**config.mk**
```make
export PLATFORM = sky130hd
export DESIGN_NAME = card_blank_compress_blocker
export DESIGN_NICKNAME = d
export VERILOG_FILES = /design/src/design/cbc_pkg.sv /design/src/design/card_blank_compress_blocker.sv /design/src/design/cbc_ram.sv
export SDC_FILE = /design/constraint.sdc
export NUM_CORES = 2
export LEC_CHECK = 0
export BUFFER_PORTS_ARGS = -buffer_cell sky130_fd_sc_hd__buf_2
export CAP_MARGIN = 20
export CORE_AREA = 2 2 442 444
export DETAILED_ROUTE_END_ITERATION = 10
export DIE_AREA = 0 0 444 446
export HOLD_SLACK_MARGIN = 0.1
export PLACE_DENSITY = 0.69
export SETUP_SLACK_MARGIN = 0.4
export SYNTH_ARGS = -nofsm -noshare
export SYNTH_HDL_FRONTEND = slang
export SYNTH_SLANG_ARGS = --single-unit
```
**constraint.sdc**
```tcl
create_clock -name clk -period 34.1 [get_ports clk]
set_input_delay 5.115 -clock clk [delete_from_list [all_inputs] [get_ports clk]]
set_output_delay 5.115 -clock clk [all_outputs]
set_load 0.05 [all_outputs]
```
**src/design/cbc_pkg.sv**
```systemverilog
// ----------------------------------------------------------------------------
// cbc_pkg
// Shared types and constants of the card blank-compression record blocker.
// ----------------------------------------------------------------------------
package cbc_pkg;

  // Default geometry
  localparam int CARD_BYTES_DEF  = 80;
  localparam int BLOCK_BYTES_DEF = 512;

  // Byte values
  localparam logic [7:0] MARKER_RESET = 8'h1F;
  localparam logic [7:0] BLANK_BYTE   = 8'h20;
  localparam logic [7:0] LOWER_A      = 8'h61;
  localparam logic [7:0] LOWER_Z      = 8'h7A;
  localparam logic [7:0] CASE_OFFSET  = 8'h20;

  // One input beat: a raw card byte
  typedef struct packed {
    logic [7:0] card_byte;
    logic       job_end;
  } cbc_in_t;

  // One output beat: a block write of up to eight bytes
  typedef struct packed {
    logic [15:0] block_number;
    logic [8:0]  byte_offset;
    logic [63:0] write_data;
    logic [3:0]  byte_count;
    logic        new_block;
    logic        job_done;
    logic        last;
  } cbc_out_t;

endpackage

```
**src/design/card_blank_compress_blocker.sv**
```systemverilog
// ----------------------------------------------------------------------------
// card_blank_compress_blocker
// Upper-cases card bytes, folds blank runs into marker/count pairs, buffers
// each compressed record in a two-bank word RAM and emits it at card end as
// a length byte plus record, in block writes of up to eight bytes.
//
//   channel  signals                          direction  per beat
//   card     card_valid card_ready card       in         one raw card byte
//   blk      blk_valid blk_ready blk_beat     out        one block write
//   marker   marker_we marker_data            in         marker register
//
// One card byte is taken per cycle. Record bytes are packed into an 8-byte
// staging word that is written to RAM when full, one word per cycle.
// Emission reads one RAM word per beat but the last, which takes the staged
// tail word, and overlaps the next card through the second RAM bank.
// The byte that ends a card waits while the previous card is still emitting.
// rst (synchronous) clears all control state; the marker returns to 0x1F.
// ----------------------------------------------------------------------------
module card_blank_compress_blocker
  import cbc_pkg::*;
#(
  parameter int CARD_BYTES  = CARD_BYTES_DEF,
  parameter int BLOCK_BYTES = BLOCK_BYTES_DEF
) (
  input  logic       clk,
  input  logic       rst,
  input  logic       card_valid,
  output logic       card_ready,
  input  cbc_in_t    card,
  output logic       blk_valid,
  input  logic       blk_ready,
  output cbc_out_t   blk_beat,
  input  logic       marker_we,
  input  logic [7:0] marker_data
);

  localparam int PW        = $clog2(CARD_BYTES);
  localparam int RW        = $clog2(CARD_BYTES + 1);
  localparam int AW        = $clog2(CARD_BYTES / 8 + 1);
  localparam int LW        = AW + 3;
  localparam int FW        = $clog2(BLOCK_BYTES + 1);
  localparam int RAM_DEPTH = 2 ** (AW + 1);

  localparam logic [PW-1:0] LAST_POS = PW'(CARD_BYTES - 1);

  // Emitter states
  localparam logic [1:0] EM_IDLE = 2'd0;
  localparam logic [1:0] EM_READ = 2'd1;
  localparam logic [1:0] EM_DATA = 2'd2;

  // Intake state
  logic [7:0]    marker;
  logic [PW-1:0] pos;
  logic [RW-1:0] run;
  logic [7:0]    stage [8];
  logic [2:0]    fill;
  logic [AW-1:0] waddr;
  logic          bank;
  logic [FW-1:0] fill_offset;
  logic [15:0]   cur_block;
  logic          opened;

  // Intake datapath
  logic          accept;
  logic          card_end;
  logic [7:0]    ub;
  logic          is_blank;
  logic [RW-1:0] run_inc;
  logic [RW-1:0] cl_run;
  logic [7:0]    app [3];
  logic [1:0]    app_n;
  logic [7:0]    win [16];
  logic [3:0]    new_fill;
  logic          wr_full;
  logic [7:0]    stage_next [8];
  logic [2:0]    fill_next;
  logic [AW-1:0] waddr_next;
  logic [63:0]   wr_word;
  logic [63:0]   tail_word;
  logic [LW-1:0] len_end;
  logic [LW:0]   total;
  logic [FW:0]   sum;
  logic          advance;
  logic [FW-1:0] start_off;
  logic [15:0]   block_next;

  // Emitter state
  logic [1:0]    em_state;
  logic [AW-1:0] em_j;
  logic [AW-1:0] em_last;
  logic          em_bank;
  logic [7:0]    em_len;
  logic [63:0]   em_tail;
  logic [7:0]    em_prev;
  logic [LW:0]   em_left;
  logic [8:0]    em_off;
  logic [15:0]   em_block;
  logic          em_open;
  logic          em_job;

  // Emitter datapath
  logic [63:0]   ram_rd;
  logic [63:0]   word;
  logic [7:0]    bb [8];
  logic [3:0]    cnt;
  logic [63:0]   beat_data;
  logic          load;
  logic          last_beat;
  logic          rd_en;
  logic [AW:0]   rd_addr;

  // Hold the last byte of a card while the previous record is still going out
  assign card_end   = (pos == LAST_POS);
  assign card_ready = !(card_end && (em_state != EM_IDLE));
  assign accept     = card_valid && card_ready;

  // Upper-case and classify
  always_comb begin
    ub = card.card_byte;
    if (card.card_byte inside {[LOWER_A:LOWER_Z]}) begin
      ub = card.card_byte - CASE_OFFSET;
    end
    is_blank = (ub == BLANK_BYTE);
    run_inc  = run + RW'(1);
  end

  // Bytes this beat appends: a closed run, then the byte itself
  always_comb begin
    cl_run = is_blank ? run_inc : run;
    app[0] = 8'h00;
    app[1] = 8'h00;
    app[2] = 8'h00;
    app_n  = 2'd0;
    if (!is_blank || card_end) begin
      if (cl_run == RW'(1)) begin
        app[0] = BLANK_BYTE;
        app_n  = 2'd1;
      end else if (cl_run > RW'(1)) begin
        app[0] = marker;
        app[1] = 8'(cl_run);
        app_n  = 2'd2;
      end
      if (!is_blank) begin
        app[app_n] = ub;
        app_n      = app_n + 2'd1;
      end
    end
  end

  // Merge appended bytes behind the staged ones
  always_comb begin
    logic [3:0] d;
    for (int p = 0; p < 16; p++) begin
      d      = 4'(p) - {1'b0, fill};
      win[p] = 8'h00;
      if (p < 8 && 4'(p) < {1'b0, fill}) begin
        win[p] = stage[p % 8];
      end else if (d < {2'b00, app_n}) begin
        win[p] = app[d[1:0]];
      end
    end
    new_fill  = {1'b0, fill} + {2'b00, app_n};
    wr_full   = new_fill[3];
    fill_next = new_fill[2:0];
    for (int p = 0; p < 8; p++) begin
      stage_next[p]     = wr_full ? win[p + 8] : win[p];
      wr_word[8*p +: 8] = win[p];
      tail_word[8*p +: 8] = stage_next[p];
    end
    waddr_next = waddr + AW'(wr_full);
  end

  // Placement of the finished record in the block
  always_comb begin
    len_end    = {waddr_next, fill_next};
    total      = (LW+1)'(len_end) + (LW+1)'(1);
    sum        = (FW+1)'(fill_offset) + (FW+1)'(total);
    advance    = opened && (sum > (FW+1)'(BLOCK_BYTES));
    start_off  = advance ? '0 : fill_offset;
    block_next = advance ? cur_block + 16'd1 : cur_block;
  end

  // Marker register
  always_ff @(posedge clk) begin
    if (rst) begin
      marker <= MARKER_RESET;
    end else if (marker_we) begin
      marker <= marker_data;
    end
  end

  // Intake control: position, run, staging and block placement
  always_ff @(posedge clk) begin
    if (rst) begin
      pos         <= '0;
      run         <= '0;
      fill        <= '0;
      waddr       <= '0;
      bank        <= 1'b0;
      fill_offset <= '0;
      cur_block   <= '0;
      opened      <= 1'b0;
    end else if (accept) begin
      if (card_end) begin
        pos   <= '0;
        run   <= '0;
        fill  <= '0;
        waddr <= '0;
        bank  <= ~bank;
        if (card.job_end) begin
          fill_offset <= '0;
          cur_block   <= '0;
          opened      <= 1'b0;
        end else begin
          fill_offset <= FW'(sum - (FW+1)'(fill_offset) + (FW+1)'(start_off));
          cur_block   <= block_next;
          opened      <= 1'b1;
        end
      end else begin
        pos   <= pos + PW'(1);
        run   <= is_blank ? run_inc : '0;
        fill  <= fill_next;
        waddr <= waddr_next;
      end
    end
  end

  // Staging word contents
  always_ff @(posedge clk) begin
    if (accept) begin
      for (int p = 0; p < 8; p++) begin
        stage[p] <= stage_next[p];
      end
    end
  end

  // Record store: two banks of staged words
  cbc_ram #(
    .WIDTH (64),
    .DEPTH (RAM_DEPTH)
  ) u_store (
    .clk     (clk),
    .wr_en   (accept && wr_full),
    .wr_addr ({bank, waddr}),
    .wr_data (wr_word),
    .rd_en   (rd_en),
    .rd_addr (rd_addr),
    .rd_data (ram_rd)
  );

  // Assemble the beat: previous word's top byte (or length) plus seven bytes
  always_comb begin
    last_beat = (em_j == em_last);
    word      = last_beat ? em_tail : ram_rd;
    bb[0]     = (em_j == '0) ? em_len : em_prev;
    for (int k = 1; k < 8; k++) begin
      bb[k] = word[8*(k-1) +: 8];
    end
    cnt = (em_left > (LW+1)'(8)) ? 4'd8 : 4'(em_left);
    for (int k = 0; k < 8; k++) begin
      beat_data[8*k +: 8] = (4'(k) < cnt) ? bb[k] : 8'h00;
    end
    load    = (em_state == EM_DATA) && (!blk_valid || blk_ready);
    rd_en   = (em_state == EM_READ) || (load && !last_beat);
    rd_addr = {em_bank, (em_state == EM_READ) ? em_j : em_j + AW'(1)};
  end

  // Emitter sequencing
  always_ff @(posedge clk) begin
    if (rst) begin
      em_state <= EM_IDLE;
    end else begin
      case (em_state)
        EM_IDLE: begin
          if (accept && card_end) begin
            em_state <= EM_READ;
          end
        end
        EM_READ: begin
          em_state <= EM_DATA;
        end
        EM_DATA: begin
          if (load && last_beat) begin
            em_state <= EM_IDLE;
          end
        end
        default: begin
          em_state <= EM_IDLE;
        end
      endcase
    end
  end

  // Capture the finished record's description; advance per beat
  always_ff @(posedge clk) begin
    if (accept && card_end) begin
      em_j     <= '0;
      em_last  <= waddr_next;
      em_bank  <= bank;
      em_len   <= 8'(len_end);
      em_tail  <= tail_word;
      em_left  <= total;
      em_off   <= 9'(start_off);
      em_block <= block_next;
      em_open  <= !opened || advance;
      em_job   <= card.job_end;
    end else if (load) begin
      em_j    <= em_j + AW'(1);
      em_prev <= word[63:56];
      em_left <= em_left - (LW+1)'(8);
      em_off  <= em_off + 9'd8;
    end
  end

  // Output register
  always_ff @(posedge clk) begin
    if (rst) begin
      blk_valid <= 1'b0;
    end else if (load) begin
      blk_valid <= 1'b1;
    end else if (blk_ready) begin
      blk_valid <= 1'b0;
    end
  end

  always_ff @(posedge clk) begin
    if (load) begin
      blk_beat.block_number <= em_block;
      blk_beat.byte_offset  <= em_off;
      blk_beat.write_data   <= beat_data;
      blk_beat.byte_count   <= cnt;
      blk_beat.new_block    <= em_open && (em_j == '0);
      blk_beat.job_done     <= em_job && last_beat;
      blk_beat.last         <= last_beat;
    end
  end

endmodule

```
**src/design/cbc_ram.sv**
```systemverilog
// ----------------------------------------------------------------------------
// cbc_ram
// Generic simple dual-port RAM: one write port, one read port, registered
// read data that holds while rd_en is low.
// ----------------------------------------------------------------------------
module cbc_ram #(
  parameter int WIDTH = 64,
  parameter int DEPTH = 32
) (
  input  logic                     clk,
  input  logic                     wr_en,
  input  logic [$clog2(DEPTH)-1:0] wr_addr,
  input  logic [WIDTH-1:0]         wr_data,
  input  logic                     rd_en,
  input  logic [$clog2(DEPTH)-1:0] rd_addr,
  output logic [WIDTH-1:0]         rd_data
);

  logic [WIDTH-1:0] mem [DEPTH];

  // Write, then registered read
  always_ff @(posedge clk) begin
    if (wr_en) begin
      mem[wr_addr] <= wr_data;
    end
    if (rd_en) begin
      rd_data <= mem[rd_addr];
    end
  end

endmodule

```
Yosys cells after proc, flatten, opt, wreduce, memory -nomap -nowiden
Memories as Yosys holds them, arrays and structs flattened. A register that Yosys moved wholly into a read port is not among the register bits.
Index checks and enable logic that the tools add are counted.
W data, S select, Z words.
Word-level totals
  RAM bits: 2112
  input port bits: 22
  flip-flop bits (word level): 279
  output and inout bits: 98
  memories: 2
Cells by class
  bitwise gates (word level): 20
  reductions and logical operators: 30
  equal/unequal tests: 8
  order comparisons: 54
  add/subtract/negate cells: 30
  mux-type cells: 123
Memories
  u_store.mem: words 32, width 64, rd ports 1, clocked after memory_dff 1, wr ports 1, RTL line cbc_ram.sv:19  | logic [WIDTH-1:0] mem [DEPTH];
  stage: words 8, width 8, rd ports 7, clocked after memory_dff 0, wr ports 8, RTL line card_blank_compress_blocker.sv:55  | logic [7:0] stage [8];
Operators by type and width (number)
  $mux W8: 71
  $bmux W8 S2: 16
  $lt A4 B2 Y1: 16
  $mux W64: 1
  $ge A3 B3 Y1 const B: 17
  $not A2 Y3: 17
  $mux W16: 3
  $mux W24: 2
  $mux W7: 5
  $sub A4 B3 Y4 const A: 8
  $bwmux W24: 1
  $mux W10: 2
  $mux W9: 2
  $add A16 B1 Y16 const B: 1
  $demux W8 S2: 1
  $lt A3 B4 Y1 const A: 4
  $sub A3 B3 Y4 const A: 4
  $add A7 B1 Y7 const B: 2
  $mux W2: 7
  $logic_and A1 B1 Y1: 12
  $mux W4: 3
  $add A10 B8 Y11: 1
  $gt A11 B10 Y1 const B: 1
  $add A10 B10 Y10: 1
  40 further kinds: 67

Longest topological paths before layout
  depth in word-level cells: 23
  gate-level depth with buffers: 46
  mapped depth without buffers: 39

Cells and area by module
Synthesis repeated with hierarchy kept, for this count alone.
Unflattened totals
  cell total of the unflattened synthesis: 4835
  area total of the unflattened synthesis: 97061.8 µm²
By module, submodules not included
  cbc_ram: times used 1, seq. area each 63420.8 µm², cells each 3096, area each 79606.3 µm²
  card_blank_compress_blocker: times used 1, seq. area each 9298.9 µm², cells each 1739, area each 17455.5 µm²

Worst setup path before layout
OpenSTA, ideal clock, no wires.
  kind: input port to flip-flop
  start point: input card[4] (netlist bit)
  end point: register fill_offset[9]
  setup time: 74 ps
  arrival time: 14393 ps
  setup slack: 19632 ps
  cell stages on the path: 43
  required time: 34026 ps
  path buffers: 8
  path through: buf_2 -> or3_1 -> or3_1 -> buf_6 -> inv_2 -> clkbuf_1 -> ha_1 -> clkbuf_1 -> inv_1 -> nor2_1 -> o22ai_1 -> ha_1 -> a21oi_1 -> nand2b_1 -> clkbuf_1 -> clkinv_1 -> clkbuf_1 -> clkbuf_1 -> [... 7 more ...] -> a21oi_1 -> a22oi_1 -> or2_2 -> o21ai_0 -> nor3_1 -> buf_2 -> nor2_1 -> fa_1 -> ha_1 -> a21o_1 -> a21oi_1 -> nor2b_1 -> o21a_1 -> o41ai_1 -> o21ai_0 -> xnor2_1 -> a211o_1 -> o21ai_0
Between the ends
  word-level cells in the longest chain between the ends: 21
  elaborated cells between the ends (all ways): 27
  classes of those cells: add/sub (8); order compare (4); eq/ne (2); mux (9); reduce/logical (4)
Ends and longest elaborated chain
  from (decl): RTL line card_blank_compress_blocker.sv:29  | input cbc_in_t card,
  $ge A8 B7 Y1 / $le A8 B7 Y1 (equally long branches): RTL line card_blank_compress_blocker.sv:120  | if (card.card_byte inside {[LOWER_A:LOWER_Z]}) begin
  $logic_and A1 B1 Y1: RTL line card_blank_compress_blocker.sv:120
  $mux W8 (*): RTL line card_blank_compress_blocker.sv:120
  $eq A8 B6 Y1 (*): RTL line card_blank_compress_blocker.sv:123  | is_blank = (ub == BLANK_BYTE);
  $mux W7: RTL line card_blank_compress_blocker.sv:129  | cl_run = is_blank ? run_inc : run;
  $gt A7 B1 Y1: RTL line card_blank_compress_blocker.sv:138  | end else if (cl_run > RW'(1)) begin
  $mux W2: RTL line card_blank_compress_blocker.sv:138
  $mux W2: RTL line card_blank_compress_blocker.sv:135  | if (cl_run == RW'(1)) begin
  [... 5 more ...]
  via new_fill[3]: RTL line card_blank_compress_blocker.sv:73  | logic [3:0] new_fill;
  [... 1 more ...]
  via waddr_next[1]: RTL line card_blank_compress_blocker.sv:77  | logic [AW-1:0] waddr_next;
  $add A7 B1 Y8 (*): RTL line card_blank_compress_blocker.sv:176  | total = (LW+1)'(len_end) + (LW+1)'(1);
  $add A10 B8 Y11 (*): RTL line card_blank_compress_blocker.sv:177  | sum = (FW+1)'(fill_offset) + (FW+1)'(total);
  $gt A11 B10 Y1: RTL line card_blank_compress_blocker.sv:178  | advance = opened && (sum > (FW+1)'(BLOCK_BYTES));
  $logic_and A1 B1 Y1: RTL line card_blank_compress_blocker.sv:178
  $mux W10: RTL line card_blank_compress_blocker.sv:179  | start_off = advance ? '0 : fill_offset;
  $add A10 B10 Y10 (*): RTL line card_blank_compress_blocker.sv:215  | fill_offset <= FW'(sum - (FW+1)'(fill_offset) + (FW+1)'(start_off));
  $mux W10 (*): RTL line card_blank_compress_blocker.sv:210  | if (card.job_end) begin
  to (signal assigned): RTL line card_blank_compress_blocker.sv:215
  to (decl): RTL line card_blank_compress_blocker.sv:59  | logic [FW-1:0] fill_offset;
The timed path passes the listed nets; every way through them passes the cells marked *. The select of a mux whose other input is x is not followed.
A chain may end at the register's enable or synchronous reset.

Worst setup path after layout
  start point: input card[5] (netlist bit)
  end point: register fill_offset[9]
Between the ends
  word-level cells in the longest chain between the ends: 21
  elaborated cells between the ends (all ways): 27
  classes of those cells: add/sub (8); order compare (4); eq/ne (2); mux (9); reduce/logical (4)
Ends and longest elaborated chain (RTL line)
  $ge A8 B7 Y1 / $le A8 B7 Y1 (equally long branches): card_blank_compress_blocker.sv:120
  $logic_and A1 B1 Y1: card_blank_compress_blocker.sv:120
  $mux W8 (*): card_blank_compress_blocker.sv:120
  $eq A8 B6 Y1 (*): card_blank_compress_blocker.sv:123
  $mux W7: card_blank_compress_blocker.sv:129
  $gt A7 B1 Y1: card_blank_compress_blocker.sv:138
  $mux W2: card_blank_compress_blocker.sv:138
  $mux W2: card_blank_compress_blocker.sv:135
  [... 6 more ...]
  via waddr_next[1]: card_blank_compress_blocker.sv:77
  $add A7 B1 Y8 (*): card_blank_compress_blocker.sv:176
  $add A10 B8 Y11 (*): card_blank_compress_blocker.sv:177
  $gt A11 B10 Y1: card_blank_compress_blocker.sv:178
  $logic_and A1 B1 Y1: card_blank_compress_blocker.sv:178
  $mux W10: card_blank_compress_blocker.sv:179
  $add A10 B10 Y10 (*): card_blank_compress_blocker.sv:215
  $mux W10 (*): card_blank_compress_blocker.sv:210
Marked as above.

==> results.tsv <==
stage	metric	value	unit
route	Total Wirelength	241	mm
setup_path	worst path arrival time	15.59	ns
placement	worst slack, placed	18.66	ns
run	MaxCap Viol Count	0	
final_layout	register area	0.0727	sq mm
route	drt first pass iters	8	
timing	RSZ-0062 raised after global routing	no	
status	status	finished clean	
pwr	switching share of power	22.3	%
timing	Clock Skews	0.0409	ns
yosys	Synth Cell Area	0.0961	sq mm
setup_path	critical-path maximum fanout	18	
final_layout	Util after Layout	56.1	%
cts	Worst-path clk slew	0.07	ns
die	die height	446	um
pwr	internal power	4950	uW
yosys	Avg Synthesized Cell Area	20.7	sq um
timing	min Tclk post-route	14.79	ns
route	Routed Antenna Nets	0	
pwr	pwr dens	58.7	mW/mm^2
timing	setup violators final	0	
final_layout	Final nets	5012	
timing	Final TNS setup	0	ns
route	wire length per cell	31.4	um
setup_path	r2r endpoint	fill_offset[9]	
route	Detailed Route Iter0 Violations	6766	
yosys	largest cells by area after synthesis	edfxtp_1 74%, mux4_2 15%, dfxtp_1 1.3%, nand2_1 1.2%, mux2_2 0.79%	
global_route	gr ovfl total	0	
hold_path	Worst Hold Class	reg -> reg	
cts	Max H-tree Level	4	
setup_path	CP endpoint kind	flip-flop	
die	Die ar.	0.198	sq mm
timing	Final Hold Viols	0	
global_route	vias in the first global route	47300	
yosys	EDFF count, synth	2379	
timing	FMAX	67.6	MHz
pwr	Logic pwr share	8.8	%
setup_path	most used cell, CP	ha_1	
pwr	VDD IR max	54.9	uV
yosys	ys async rst share	0	%
timing	final worst-path cycle share	43.4	%
setup_path	Crit path required time	34.90	ns
hold_path	origin of the worst min-delay path	em_off[2]	
setup_path	worst r2r src	run[1]	
pwr	P_leak	0.0345	uW
setup_path	Worst setup SP type	primary input	
die	# rows	162	
placement	Area after DPL	0.101	sq mm
placement	Detailed Place HPWL	140	mm
timing	final setup margin	19.31	ns
pwr	Pwr Total	6370	uW
final_layout	synth-to-layout area growth	13.1	%
yosys	Synth Register Bits	2443	
yosys	Synth area leader	edfxtp_1	
global_route	pin count of the biggest net entering global routing	155	
setup_path	Critical Path Max Stage Delay	0.65	ns
final_layout	design area	0.109	sq mm
yosys	Synth top area share	74.4	%
setup_path	CP Buf/Inv Count	4	
yosys	syn nets	4717	
cts	Root Buffer	clkbuf_16	
yosys	warnings from Yosys	0	
die	io pins	120	
hold_path	hold worst-path end	blk_beat[73]	
yosys	Post-synth top flop	edfxtp_1	
final_layout	area of the multi-input gates	0.0226	sq mm
pwr	clock network power share	39.5	%
setup_path	r2r worst-path depth	35	
final_layout	most common cell after layout, fill and taps aside	edfxtp_1	
global_route	first-pass GRT wire length	345	mm
yosys	cells after synthesis	4639	
die	core area	0.194	sq mm
cts	setup bufs post-CTS	0	
cts	CTS tree	built	
cts	Sink Count	2443	
final_layout	Filler cells	14000	
timing	Worst slew margin	16.6	%
placement	number of port buffers	119	
setup_path	Worst path top cell family by delay	compound AO/OA/AOI/OAI gates	
pwr	P_sw	1420	uW
yosys	Unique masters post-synth	80	
route	DR vias	48000	
hold_path	Hold Path Depth	0	
setup_path	type of the worst setup path	in -> reg	
global_route	Total GRT Usage	24.4	%
setup_path	reg2reg setup slack	23.71	ns
pwr	Seq pwr share	51.7	%
cts	CTS Hold Buffers Added	0	
die	Starting Density	49.6	%
cts	clock latency on the worst-skew pair	0.88	ns
cts	post_cts resized	0	
placement	GPL Wtd Cong	0.940	
timing	worst slew pin tran	1.24	ns
route	DRC violations left	0	
die	die width	444	um
final_layout	layout cells sized above 1	28.1	%
route	Vias/cell	6.25	
cts	CTS buffer count	232	
global_route	initial antenna violation count	8	
final_layout	most frequent cells in the layout	2379 x edfxtp_1, 640 x mux4_2, 300 x nand2_1	
setup_path	Critical Path Slowest Stage Cell	o221a_1	
yosys	register area share after synthesis	75.7	%
cts	clock buffer depth	3	
timing	Final Max Tran Viols	0	
[routing by layer]
layer	GRT usage, %	up-vias	part of all wire [%]
li1	-	19800	-
met3	3.73	399	8.0
met5	0	-	0
met2	39.2	2329	49
met1	33.4	25500	39
met4	11.1	0	4.7
[Yosys cell counts, drive strengths merged (8+ instances only)]
library cell	instances
edfxtp	2379
mux4	640
nand2	300
clkbuf	163
nor2	139
o21ai	113
a21oi	97
inv	77
buf	74
mux2	67
dfxtp	64
o22ai	49
ha	45
nand3	40
xnor2	31
nand2b	28
xor2	26
a22oi	25
nor3	22
and3	20
mux2i	18
and2	15
a31oi	14
nor2b	14
or3	13
o211ai	12
a21o	11
fa	11
a22o	10
nand4	9
o21a	9
o31ai	9
or4	8
[sequential cells by signal, indices dropped and copies added, names as in the netlist, 9 cells and up]
name / cells
em_off: 9
em_block: 16
cur_block: 16
stage: 56
em_tail: 64
u_store.rd_data: 64
blk_beat: 96
fill_offset: 10
u_store.mem: 2048
[power by group through the flow]
stage	Combinational, uW	Clock, uW	Sequential [uW]
floorplan	401	0	3360
global placement	560	0	3360
detailed placement	563	0	3360
CTS	565	2550	3290
global route	595	2670	3290
finish	562	2520	3290
[area by class of cell]
cell class,instances,area share [%]
inverters,80,0.281
well taps,2542,2.93
clock buffers,306,5.71
clock inverters,128,1.13
diodes,6,0.0138
flip-flops and latches,2443,67.0
multi-input cells,1879,20.8
repair buffers,298,2.13
[worst max-delay path by stage]
stage	startpoint	end	slack, ns	cells after the start
2_1_floorplan	card[4]	fill_offset[9]	19.63	43
3_3_place_gp	card[5]	fill_offset[9]	18.86	36
3_5_place_dp	card[5]	fill_offset[9]	18.66	36
4_1_cts	card[5]	fill_offset[9]	19.58	36
5_1_grt	card[5]	fill_offset[9]	18.60	37
6_report	card[5]	fill_offset[9]	19.31	36
[kinds of logic after synthesis]
group / Yosys count / synth area share [%]
AOI/OAI and AO/OA: 405 / 2.68
xor gates and xnor gates: 57 / 0.520
adders and majority gates: 56 / 0.815
buffers and inverters: 317 / 1.31
and+or+nand+nor: 636 / 3.00
muxes: 725 / 16.0
DFF: 2443 / 75.7
[metrics by stage]
| stage | hold WS (ns) | instances |
|---|---|---|
| after floorplan | 0.400 | 4639 |
| after global placement | 0.401 | 7205 |
| after detailed placement | 0.407 | 7210 |
| after CTS | 0.421 | 7644 |
| after global routing | 0.426 | 7680 |
| final | 0.419 | 7682 |
(Power assumes the default switching activity.)
